## config.mk

```make
export PLATFORM = sky130hd
export DESIGN_NAME = frama_ctrl
export DESIGN_NICKNAME = d
export VERILOG_FILES = /design/src/rtl/frama_pkg.sv /design/src/rtl/frama_ctrl.sv
export VERILOG_INCLUDE_DIRS = /design/src /design/src/rtl
export SDC_FILE = /design/constraint.sdc
export NUM_CORES = 1
export LEC_CHECK = 0
export BUFFER_PORTS_ARGS = -buffer_cell sky130_fd_sc_hd__clkbuf_2
export CORE_MARGIN = 5
export CORE_UTILIZATION = 27
export CTS_CLUSTER_SIZE = 30
export DETAILED_ROUTE_END_ITERATION = 12
export MAX_ROUTING_LAYER = met4
export PLACE_DENSITY = 0.42
export RECOVER_POWER = 25
export SYNTH_ARGS = -nofsm -noshare
export SYNTH_HDL_FRONTEND = slang
export SYNTH_SLANG_ARGS = --single-unit
```

## constraint.sdc

```tcl
create_clock -name clk_i -period 2.97 [get_ports clk_i]
set_input_delay 0.594 -clock clk_i [delete_from_list [all_inputs] [get_ports clk_i]]
set_output_delay 0.594 -clock clk_i [all_outputs]
set_load 0.03 [all_outputs]
```

## src/rtl/fractal_adaptive_moving_average_assert.svh

```systemverilog
// Assertion macros used by the fractal adaptive moving average controller.
`ifndef FRACTAL_ADAPTIVE_MOVING_AVERAGE_ASSERT_SVH
`define FRACTAL_ADAPTIVE_MOVING_AVERAGE_ASSERT_SVH

// Same-cycle implication, clocked on clk_i and disabled while rst_ni is low.
`define FRAMA_ASSERT_IMP(name, ante, cons, msg) \
  name: assert property (@(posedge clk_i) disable iff (!rst_ni) (ante) |-> (cons)) \
    else $error(msg);

// Next-cycle implication, clocked on clk_i and disabled while rst_ni is low.
`define FRAMA_ASSERT_NXT(name, ante, cons, msg) \
  name: assert property (@(posedge clk_i) disable iff (!rst_ni) (ante) |=> (cons)) \
    else $error(msg);

`endif

```

## src/rtl/frama_pkg.sv

```systemverilog
// Shared constants, types and command codes of the fractal adaptive moving average.
`default_nettype none
package frama_pkg;

  localparam int unsigned PERIOD     = 16;
  localparam int unsigned HALF       = PERIOD / 2;
  localparam int unsigned RING_W     = (HALF > 1) ? $clog2(HALF) : 1;
  localparam int unsigned BARS_W     = $clog2(PERIOD + 1);
  localparam int unsigned CNT_W      = $clog2(HALF + 33);
  localparam int unsigned PRICE_W    = 32;
  localparam int unsigned COEF_W     = 16;
  localparam int unsigned XW         = 34 + BARS_W;
  localparam int unsigned EW         = $clog2(XW);
  localparam int unsigned LW         = EW + 16;
  localparam int unsigned PW         = COEF_W + LW + 2;
  localparam int unsigned TW         = PW + 17 - 28;
  localparam int unsigned NW         = TW - 16;
  localparam int unsigned SHW        = NW + 1;
  localparam int unsigned ALPHA_W    = 17;
  localparam int unsigned ONE_Q16    = 65536;
  localparam int unsigned LOG2E_Q16  = 94548;
  localparam int unsigned LOG_STEPS  = 16;
  localparam int unsigned POW_BITS   = 16;
  localparam int unsigned SQRT_STEPS = 32;
  localparam int unsigned PADDR_W    = 3;

  localparam logic REG_COEF = 1'b0;
  localparam logic [COEF_W-1:0] COEF_RESET = 16'hB666;

  typedef enum logic [4:0] {
    OP_NONE, OP_LOAD, OP_WARM, OP_NORM_INIT, OP_NORM, OP_LOG_SQ, OP_LOG_SAVE,
    OP_DIM, OP_TMAG, OP_POW_INIT, OP_ROOT_INIT, OP_ROOT_STEP, OP_ROOT_END,
    OP_ALPHA, OP_MUL_A, OP_MUL_B, OP_SUM, OP_RING_RD, OP_RING_WR, OP_SCAN, OP_EMIT
  } dp_op_e;

  typedef enum logic [4:0] {
    ST_IDLE, ST_WARM, ST_CHECK, ST_NORM_A, ST_SQ_A, ST_LOG_A, ST_NORM_B, ST_SQ_B,
    ST_DIM, ST_TMAG, ST_POW_INIT, ST_ROOT_INIT, ST_ROOT, ST_ROOT_END, ST_ALPHA,
    ST_MUL_A, ST_MUL_B, ST_SUM, ST_RING_RD, ST_RING_WR, ST_SCAN, ST_FIN
  } ctrl_state_e;

  typedef struct packed {
    dp_op_e           op;
    logic [CNT_W-1:0] cnt;
    logic [3:0]       bitn;
  } dp_cmd_t;

  typedef struct packed {
    logic warm;
    logic r3_pos;
    logic rs_pos;
    logic norm_done;
  } dp_stat_t;

endpackage
`default_nettype wire

```

## src/rtl/frama_ctrl.sv

```systemverilog
// Controller: sequences one bar through the datapath and owns the output valid.
`default_nettype none
module frama_ctrl (
  input  wire logic                 clk_i,
  input  wire logic                 rst_ni,
  input  wire logic                 in_vld_i,
  output logic                      in_rdy_o,
  output logic                      out_vld_o,
  input  wire logic                 out_rdy_i,
  input  wire frama_pkg::dp_stat_t  stat_i,
  output frama_pkg::dp_cmd_t        cmd_o
);
  import frama_pkg::*;

  ctrl_state_e      state_q, state_d;
  logic [CNT_W-1:0] cnt_q, cnt_d;
  logic [3:0]       bit_q, bit_d;
  logic             out_vld_q, out_vld_d;
  logic             emit;

  always_comb begin
    state_d = state_q;
    case (state_q)
      ST_IDLE: if (in_vld_i) state_d = stat_i.warm ? ST_WARM : ST_CHECK;
      ST_WARM: state_d = ST_FIN;
      ST_CHECK: state_d = (stat_i.r3_pos && stat_i.rs_pos) ? ST_NORM_A : ST_ALPHA;
      ST_NORM_A: if (stat_i.norm_done) state_d = ST_SQ_A;
      ST_SQ_A: if (cnt_q == CNT_W'(LOG_STEPS - 1)) state_d = ST_LOG_A;
      ST_LOG_A: state_d = ST_NORM_B;
      ST_NORM_B: if (stat_i.norm_done) state_d = ST_SQ_B;
      ST_SQ_B: if (cnt_q == CNT_W'(LOG_STEPS - 1)) state_d = ST_DIM;
      ST_DIM: state_d = ST_TMAG;
      ST_TMAG: state_d = ST_POW_INIT;
      ST_POW_INIT: state_d = ST_ROOT_INIT;
      ST_ROOT_INIT: state_d = ST_ROOT;
      ST_ROOT: if (cnt_q == CNT_W'(SQRT_STEPS - 1)) state_d = ST_ROOT_END;
      ST_ROOT_END: state_d = (bit_q == 4'(POW_BITS - 1)) ? ST_ALPHA : ST_ROOT_INIT;
      ST_ALPHA: state_d = ST_MUL_A;
      ST_MUL_A: state_d = ST_MUL_B;
      ST_MUL_B: state_d = ST_SUM;
      ST_SUM: state_d = ST_RING_RD;
      ST_RING_RD: state_d = ST_RING_WR;
      ST_RING_WR: state_d = ST_SCAN;
      ST_SCAN: if (cnt_q == CNT_W'(HALF)) state_d = ST_FIN;
      ST_FIN: if (!out_vld_q || out_rdy_i) state_d = ST_IDLE;
      default: state_d = ST_IDLE;
    endcase
  end

  always_comb begin
    cnt_d = (state_d != state_q) ? '0 : cnt_q + 1'b1;
    bit_d = bit_q;
    if (state_q == ST_POW_INIT) begin
      bit_d = '0;
    end else if ((state_q == ST_ROOT_END) && (bit_q != 4'(POW_BITS - 1))) begin
      bit_d = bit_q + 1'b1;
    end
  end

  always_comb begin
    cmd_o.op = OP_NONE;
    cmd_o.cnt = cnt_q;
    cmd_o.bitn = bit_q;
    in_rdy_o = 1'b0;
    case (state_q)
      ST_IDLE: begin
        in_rdy_o = 1'b1;
        if (in_vld_i) cmd_o.op = OP_LOAD;
      end
      ST_WARM: cmd_o.op = OP_WARM;
      ST_CHECK: if (stat_i.r3_pos && stat_i.rs_pos) cmd_o.op = OP_NORM_INIT;
      ST_NORM_A, ST_NORM_B: if (!stat_i.norm_done) cmd_o.op = OP_NORM;
      ST_SQ_A, ST_SQ_B: cmd_o.op = OP_LOG_SQ;
      ST_LOG_A: cmd_o.op = OP_LOG_SAVE;
      ST_DIM: cmd_o.op = OP_DIM;
      ST_TMAG: cmd_o.op = OP_TMAG;
      ST_POW_INIT: cmd_o.op = OP_POW_INIT;
      ST_ROOT_INIT: cmd_o.op = OP_ROOT_INIT;
      ST_ROOT: cmd_o.op = OP_ROOT_STEP;
      ST_ROOT_END: cmd_o.op = OP_ROOT_END;
      ST_ALPHA: cmd_o.op = OP_ALPHA;
      ST_MUL_A: cmd_o.op = OP_MUL_A;
      ST_MUL_B: cmd_o.op = OP_MUL_B;
      ST_SUM: cmd_o.op = OP_SUM;
      ST_RING_RD: cmd_o.op = OP_RING_RD;
      ST_RING_WR: cmd_o.op = OP_RING_WR;
      ST_SCAN: cmd_o.op = OP_SCAN;
      ST_FIN: if (!out_vld_q || out_rdy_i) cmd_o.op = OP_EMIT;
      default: cmd_o.op = OP_NONE;
    endcase
  end

  assign emit = (cmd_o.op == OP_EMIT);
  assign out_vld_d = emit ? 1'b1 : (out_rdy_i ? 1'b0 : out_vld_q);
  assign out_vld_o = out_vld_q;

  always_ff @(posedge clk_i or negedge rst_ni) begin
    if (!rst_ni) begin
      state_q <= ST_IDLE;
      cnt_q <= '0;
      bit_q <= '0;
      out_vld_q <= 1'b0;
    end else begin
      state_q <= state_d;
      cnt_q <= cnt_d;
      bit_q <= bit_d;
      out_vld_q <= out_vld_d;
    end
  end

`include "fractal_adaptive_moving_average_assert.svh"
`FRAMA_ASSERT_IMP(a_emit_free, emit, !out_vld_q || out_rdy_i, "result emitted over a pending one")
`FRAMA_ASSERT_NXT(a_accept_next, in_vld_i && in_rdy_o, state_q == ST_WARM || state_q == ST_CHECK, "bad state after request")
`FRAMA_ASSERT_IMP(a_root_cnt, state_q == ST_ROOT, cnt_q < CNT_W'(SQRT_STEPS), "square root step count overrun")

endmodule
`default_nettype wire

```

== Word-level counts from Yosys, hierarchy flattened ==
Index checks and enable logic that the tools add are counted.
Storage, ports and cells
  flip-flop bits (word level): 16
  output and inout bits: 17
  input bits: 8
  word-level logic and storage cells: 66
Operators by class
  reductions and logical operators: 9
  equality and inequality tests: 28
  $add $sub $neg: 2
  multiplexer cells: 23
Operators with widths (count)
  $pmux W5 S22: 1
  $pmux W5 S20: 1
  $mux W5: 9
  $eq A5 B4 Y1 const B: 8
  $eq A5 B5 Y1 const B: 7
  $eq A5 B3 Y1 const B: 4
  $eq A6 B4 Y1 const B: 2
  $mux W4: 3
  $eq A5 B2 Y1 const B: 2
  $add A6 B1 Y6 const B: 1
  $eq A6 B5 Y1 const B: 1
  $mux W3: 2
  $mux W6: 1
  $eq A5 B1 Y1 const B: 1
  $logic_not A5 Y1: 1
  $ne A5 B5 Y1: 1
  $add A4 B1 Y4 const B: 1
  $eq A4 B4 Y1 const B: 1
  $mux W1: 4
  $mux W2: 2
  $ne A4 B4 Y1 const B: 1
  $reduce_bool A2 Y1: 2
  $reduce_or A2 Y1: 2
  $logic_and A1 B1 Y1: 2
  2 further kinds: 2

== Longest topological paths before layout ==
Gate-level depths: netlist (run 1).
  word-level depth: 6
  depth in mapped cells: 8
  mapped depth without buffers: 7

== Worst setup path after synthesis (run 1) ==
No wires, ideal clock.
  path type: reg2out
  from: reg state_q[1]
  to: out cmd_o[14] (netlist bit)
  path buffers: 3
  data required time: 2376 ps
  arrival time: 2038 ps
  stages on the path, launching flop included: 6
  slack: 338 ps
  path through: dfrtp_1 > clkbuf_1 > clkbuf_1 > clkbuf_1 > nor3_1 > a211oi_1
RTL lines
  start: declaration: RTL line frama_ctrl.sv:15  | ctrl_state_e state_q, state_d;
  start signal: assignment: RTL line frama_ctrl.sv:104  | state_q <= state_d;
  end: declaration: RTL line frama_ctrl.sv:11  | output frama_pkg::dp_cmd_t cmd_o

==> results_dict.tcl, run 1 <==
set metrics [dict create \
    clock_sink_count 16 \
    synth_simple_gate_area_share_pct 33.0 \
    adder_and_majority_cell_fraction_of_the_synthesized_area_pct 2.62 \
    place.gp.congestion 0.805 \
    period_share_pct 91.3 \
    die_area_um2 6870 \
    report.final.hold_viol_count 0 \
    ys_dominant_reg_cell "dfrtp_1" \
    fmax_mhz 369 \
    fraction_of_final_layout_cells_with_drive_strength_greater_than_1_pct 23.6 \
    setup_violations_final 0 \
    starting_density_pct 27.9 \
    share_of_total_power_in_the_clock_network_pct 11.1 \
    final_net_count 215 \
    power.switching_uw 931 \
    timing.final.crit_period_ns 2.71 \
    cellLeakagePower_uw 0.000709 \
    synthToLayoutAreaGrowth_pct 17.4 \
    holdCritPathClass "primary input to asynchronous set/reset pin" \
    cellInternalPower_uw 811 \
    n_fill_cell 589 \
    root_buffer "clkbuf_8" \
    synthMuxAreaShare_pct 3.84 \
    htree_levels 1 \
    final.setup_skew_ns 0.00138 \
    postSynthCellCount 182 \
    cp_max_fo 20 \
    antennaDiodeCount 0 \
    complex_gate_fraction_of_the_synthesized_area_pct 23.2 \
    die_h_um 82.9 \
    outcome "completed" \
    antenna_left 0 \
    synth_top_area_cells "dfrtp_1 28%, nand2_1 5.5%, nor2_1 5.2%, o21ai_0 4.2%, a21oi_1 3.8%" \
    worst-setup-path-type "register to output port" \
    synth_top_family_by_area "simple AND/OR/NAND/NOR gates" \
    io_buffers 24 \
    numCtsBuffers 3 \
    worst-endpoint-arrival_ns 2.12 \
    highest_count_cells_in_the_layout_ignoring_fill_and_taps "23 x clkbuf_2, 21 x nand2_1, 20 x nor2_1, 16 x dfrtp_1, 12 x o21ai_0" \
    yosys_warnings 0 \
    worst-slew-pin-transition_ns 0.908 \
    ys_ff_latch 16 \
    syn-cell-area_um2 1440 \
    grt_pass1_wl_um 6960 \
    vias_in_the_first_global_route 1417 \
    layout_commonest_cell "clkbuf_2" \
    setup_total_negative_slack_ns 0 \
    grt.total_usage_pct 12.3 \
    ff_latch_area_um2 400 \
    post-synth-top-area-cell "dfrtp_1" \
    tritoncts_clock_tree "done" \
    post_synth_num_cell_types 54 \
    first_pass_iters 4 \
    avgSynthCellArea_um2 7.89 \
    dp.final_hpwl_um 3110 \
    cp-end-kind "output port" \
    design.portCount 25 \
    post-route-drc-count 0 \
    post_cts_resize_count 0 \
    layout_utilization_pct 32.8 \
    avgViaCountPerCell 5.18 \
    slew_headroom_pct 39.5 \
    ctsLongestPathBuffers 2 \
    path_cells "buf_4 -> or2_2 -> o21ai_0 -> a21oi_1 -> o22ai_1 -> clkbuf_2" \
    yosysSeqAreaShare_pct 27.9 \
    area_share_of_xor_xnor_cells_in_the_synthesized_design_pct 4.27 \
    sw_ratio_pct 53.5 \
    synth_largest_type_area_fraction_pct 27.9 \
    grt_remaining_overflow 0 \
    power.share.sequential_pct 25.9 \
    vias 1415 \
    core_um2 5140 \
    postCtsSetupBuffers 0 \
    critical-path-slowest-cell "dfrtp_1" \
    critPathLaunchType "register" \
    floorplan_die_width_um 82.9 \
    number_of_nets_produced_by_synthesis 193 \
    detailedRoute.firstIterationViolations 182 \
    route.detailed.wl_per_inst_um 14.8 \
    slew_violations 0 \
    ctsHoldBuffers 0 \
    clock_insertion_delay_worst_skew_ns 0.25 \
    area_of_combinational_cells_with_multiple_inputs_um2 960 \
    clk_transition_reported_paths_ns 0.06 \
    rsz0062_at_grt "false" \
    placement_rows 26 \
    ir_drop_mv 0.336 \
    drt-total-wl_um 4030 \
    grt_start_max_net_pins 21 \
    power_density_of_the_placed_cells_nw_per_um2 1030 \
    comb_power_share_pct 62.9 \
    worst_ep_required_ns 2.38 \
    postSynth.asyncResetShare_pct 100 \
    cpPeakStageDelay_ns 0.61 \
    synth_edf_count 0 \
    drv.max_cap_violation_count 0 \
    number_of_antenna_violations_at_the_first_check_in_global_routing 0 \
]
[cells by family after synthesis]
group	Yosys count
compound gates	49
flops	16
xor+xnor	7
mux	5
simple gates	84
fa+ha+maj	3
buf+inv	18
[metal layers]
layer	wire, um	vias to the layer above	track usage (%)
met5	0	-	-
met1	2020	685	16.3
met2	1870	20	18.7
met4	39	0	4.31
met3	111	4	2.18
li1	-	706	-
[synthesized netlist by cell type, types with 4 or more instances]
cell,count
clkbuf_1,4
nor2b_1,7
inv_1,5
nor3_1,4
buf_2,6
dfrtp_1,16
nand2_1,21
xnor2_1,4
nand3_1,7
o21ai_0,12
a21oi_1,11
nor2_1,20
[sequential cells by signal, summed over array words and instances (netlist names)]
| signal | cells |
|---|---|
| bit_q | 4 |
| out_vld_o | 1 |
| cnt_q | 6 |
| state_q | 5 |
[metrics by stage]
step	worst slack, ns	total power, uW	std cells	hold WS (ns)	cell area (um2)
2_1_floorplan	0.338	1250	182	0.298	1440
3_3_place_gp	0.591	1560	269	0.548	1630
3_5_place_dp	0.522	1550	269	0.555	1630
4_1_cts	0.246	1760	273	0.281	1690
5_1_grt	0.0462	1890	273	0.525	1690
6_report	0.258	1740	273	0.447	1690
[worst max-delay path: cells and delay by family, from the launching register on]
family          cells  cell delay [ns]
compound gates      3             0.41
buf+inv             2             0.52
simple gates        1             0.32
flops               1             0.61
[power groups by stage]
stage,combinational [uW],sequential (uW),clock [uW]
2_1_floorplan,887,364,0
3_3_place_gp,1110,452,0
3_5_place_dp,1100,451,0
4_1_cts,1110,447,204
5_1_grt,1210,468,213
6_report,1100,452,194
[cell type report]
class	count	area share [%]
well taps	70	5.20
flip-flops and latches	16	23.8
multi-input cells	148	56.9
clock buffers	4	3.27
inverters	5	1.11
repair buffers	30	9.73
[worst paths after layout]
path / start / end / slack (ns) / cells past startpoint
max: state_q[2] / cmd_o[11] / 0.26 / 6
min: rst_ni / bit_q[1] / 0.45 / 1
max reg2reg: state_q[0] / cnt_q[5] / 0.59 / 5
min reg2reg: out_vld_o / out_vld_o / 0.57 / 2
max in group asynchronous: rst_ni / state_q[0] / 1.97 / 1
min in group clk_i: out_vld_o / out_vld_o / 0.57 / 2
No activity file was read; power rests on OpenSTA's default activity.
==> inputs of run 2 (changes only) <==
- REMOVE_ABC_BUFFERS: default -> 1
==> run 2 against run 1 <==
Critical endpoint is now cmd_o[12]. Sequential share of layout area down 0.11 points. Sequential power down 7.5%. Via count down 0.21%. Final area up 0.45%. Worst setup slack better by 0.083 ns. Highest routed layer unchanged. Combinational power up 5%. Final cell count up 0.37%. Die area unchanged. Clock skew about the same.
==> results_dict.tcl, run 2 (synthesis results as in run 1) <==
set metrics [dict create \
    outcome "completed" \
    numCtsBuffers 3 \
    clock_insertion_delay_worst_skew_ns 0.25 \
    cp-end-kind "output port" \
    detailedRoute.firstIterationViolations 169 \
    placement_rows 26 \
    die_h_um 82.9 \
    highest_count_cells_in_the_layout_ignoring_fill_and_taps "23 x clkbuf_2, 21 x nand2_1, 20 x nor2_1, 16 x dfrtp_1, 12 x o21ai_0" \
    slew_headroom_pct 40.6 \
    layout_utilization_pct 32.9 \
    holdCritPathClass "primary input to asynchronous set/reset pin" \
    dp.final_hpwl_um 3100 \
    rsz0062_at_grt "false" \
    first_pass_iters 4 \
    worst-endpoint-arrival_ns 2.04 \
    worst_ep_required_ns 2.38 \
    core_um2 5140 \
    route.detailed.wl_per_inst_um 14.8 \
    largest_registers "cnt_q x6, state_q x5, bit_q x4" \
    avgViaCountPerCell 5.15 \
    htree_levels 1 \
    top_register "cnt_q" \
    starting_density_pct 27.9 \
    worst-setup-path-type "register to output port" \
    ctsLongestPathBuffers 2 \
    synthToLayoutAreaGrowth_pct 18.0 \
    vias_in_the_first_global_route 1372 \
    number_of_antenna_violations_at_the_first_check_in_global_routing 0 \
    critPathLaunchType "register" \
    die_area_um2 6870 \
    report.final.hold_viol_count 0 \
    drt-total-wl_um 4060 \
    setup_violations_final 0 \
    ir_drop_mv 0.266 \
    layout_commonest_cell "clkbuf_2" \
    post-route-drc-count 0 \
    period_share_pct 88.5 \
    worst-slew-pin-transition_ns 0.891 \
    final.setup_skew_ns 0.00180 \
    cp_max_fo 25 \
    cellLeakagePower_uw 0.000713 \
    root_buffer "clkbuf_8" \
    fmax_mhz 380 \
    timing.final.crit_period_ns 2.63 \
    drv.max_cap_violation_count 0 \
    floorplan_die_width_um 82.9 \
    io_buffers 24 \
    tritoncts_clock_tree "done" \
    max_ffs_per_register 6 \
    ctsHoldBuffers 0 \
    grt_start_max_net_pins 26 \
    design.portCount 25 \
    slew_violations 0 \
    antennaDiodeCount 0 \
    grt_remaining_overflow 0 \
    final_net_count 216 \
    vias 1412 \
    power_density_of_the_placed_cells_nw_per_um2 1040 \
    fraction_of_final_layout_cells_with_drive_strength_greater_than_1_pct 24.0 \
    worst_case_reg_to_reg_path_depth 6 \
    post_cts_resize_count 0 \
    clk_transition_reported_paths_ns 0.06 \
    grt.total_usage_pct 12.0 \
    clock_sink_count 16 \
    postCtsSetupBuffers 0 \
    grt_pass1_wl_um 6900 \
    place.gp.congestion 0.866 \
    antenna_left 0 \
    setup_total_negative_slack_ns 0 \
]
[run 2: changes by cell type in the layout (fill, tap and decap cells not counted)]
cell   previous run  this run
buf_4             6         7
[run 2: path summary, 6_finish.rpt]
kind	from	to	slack (ns)
max in group asynchronous	rst_ni	state_q[3]	1.98
worst max-delay path	state_q[2]	cmd_o[12]	0.34
min in group clk_i	bit_q[3]	bit_q[3]	0.58
worst min-delay path	rst_ni	bit_q[0]	0.44
worst max register to register	state_q[2]	cnt_q[1]	0.56
worst min register to register	bit_q[3]	bit_q[3]	0.58
[run 2: power by group]
part	total [uW]	switching, uW	internal [uW]
Clock	194	76.1	118
Sequential	418	145	273
Combinational	1150	716	430
[run 2: routing by layer]
metal  global-route usage, %  part of all wire [%]  vias up
met5                       -                     0        -
met4                    2.67                  0.44        0
met3                    2.28                   4.5        2
met2                    18.5                    47       35
met1                    16.4                    48      673
li1                        -                     -      702
[run 2: worst max-delay path, stage by stage (launching register included)]
cell	delay, ns
dfrtp_1	0.83
buf_4	0.27
o21bai_1	0.11
a32oi_1	0.07
o22a_1	0.19
o21ai_0	0.08
clkbuf_2	0.24
[run 2: final cells by class]
cell class	instances	area, um2
flip-flops and latches	16	400
clock buffers	4	55.1
multi-input cells	148	960
repair buffers	31	171
fillers	590	3450
inverters	5	18.8
well taps	70	87.6
[run 2: stage by stage]
stage          std cells  instance area, um2  power [uW]  hold WS, ns  setup WS (ns)
2_1_floorplan        169                1380        1200        0.298          0.552
3_3_place_gp         270                1640        1570        0.544          0.616
3_5_place_dp         270                1640        1570        0.554          0.572
4_1_cts              274                1690        1770        0.273          0.336
5_1_grt              274                1690        1910        0.538          0.184
6_report             274                1690        1760        0.443          0.341
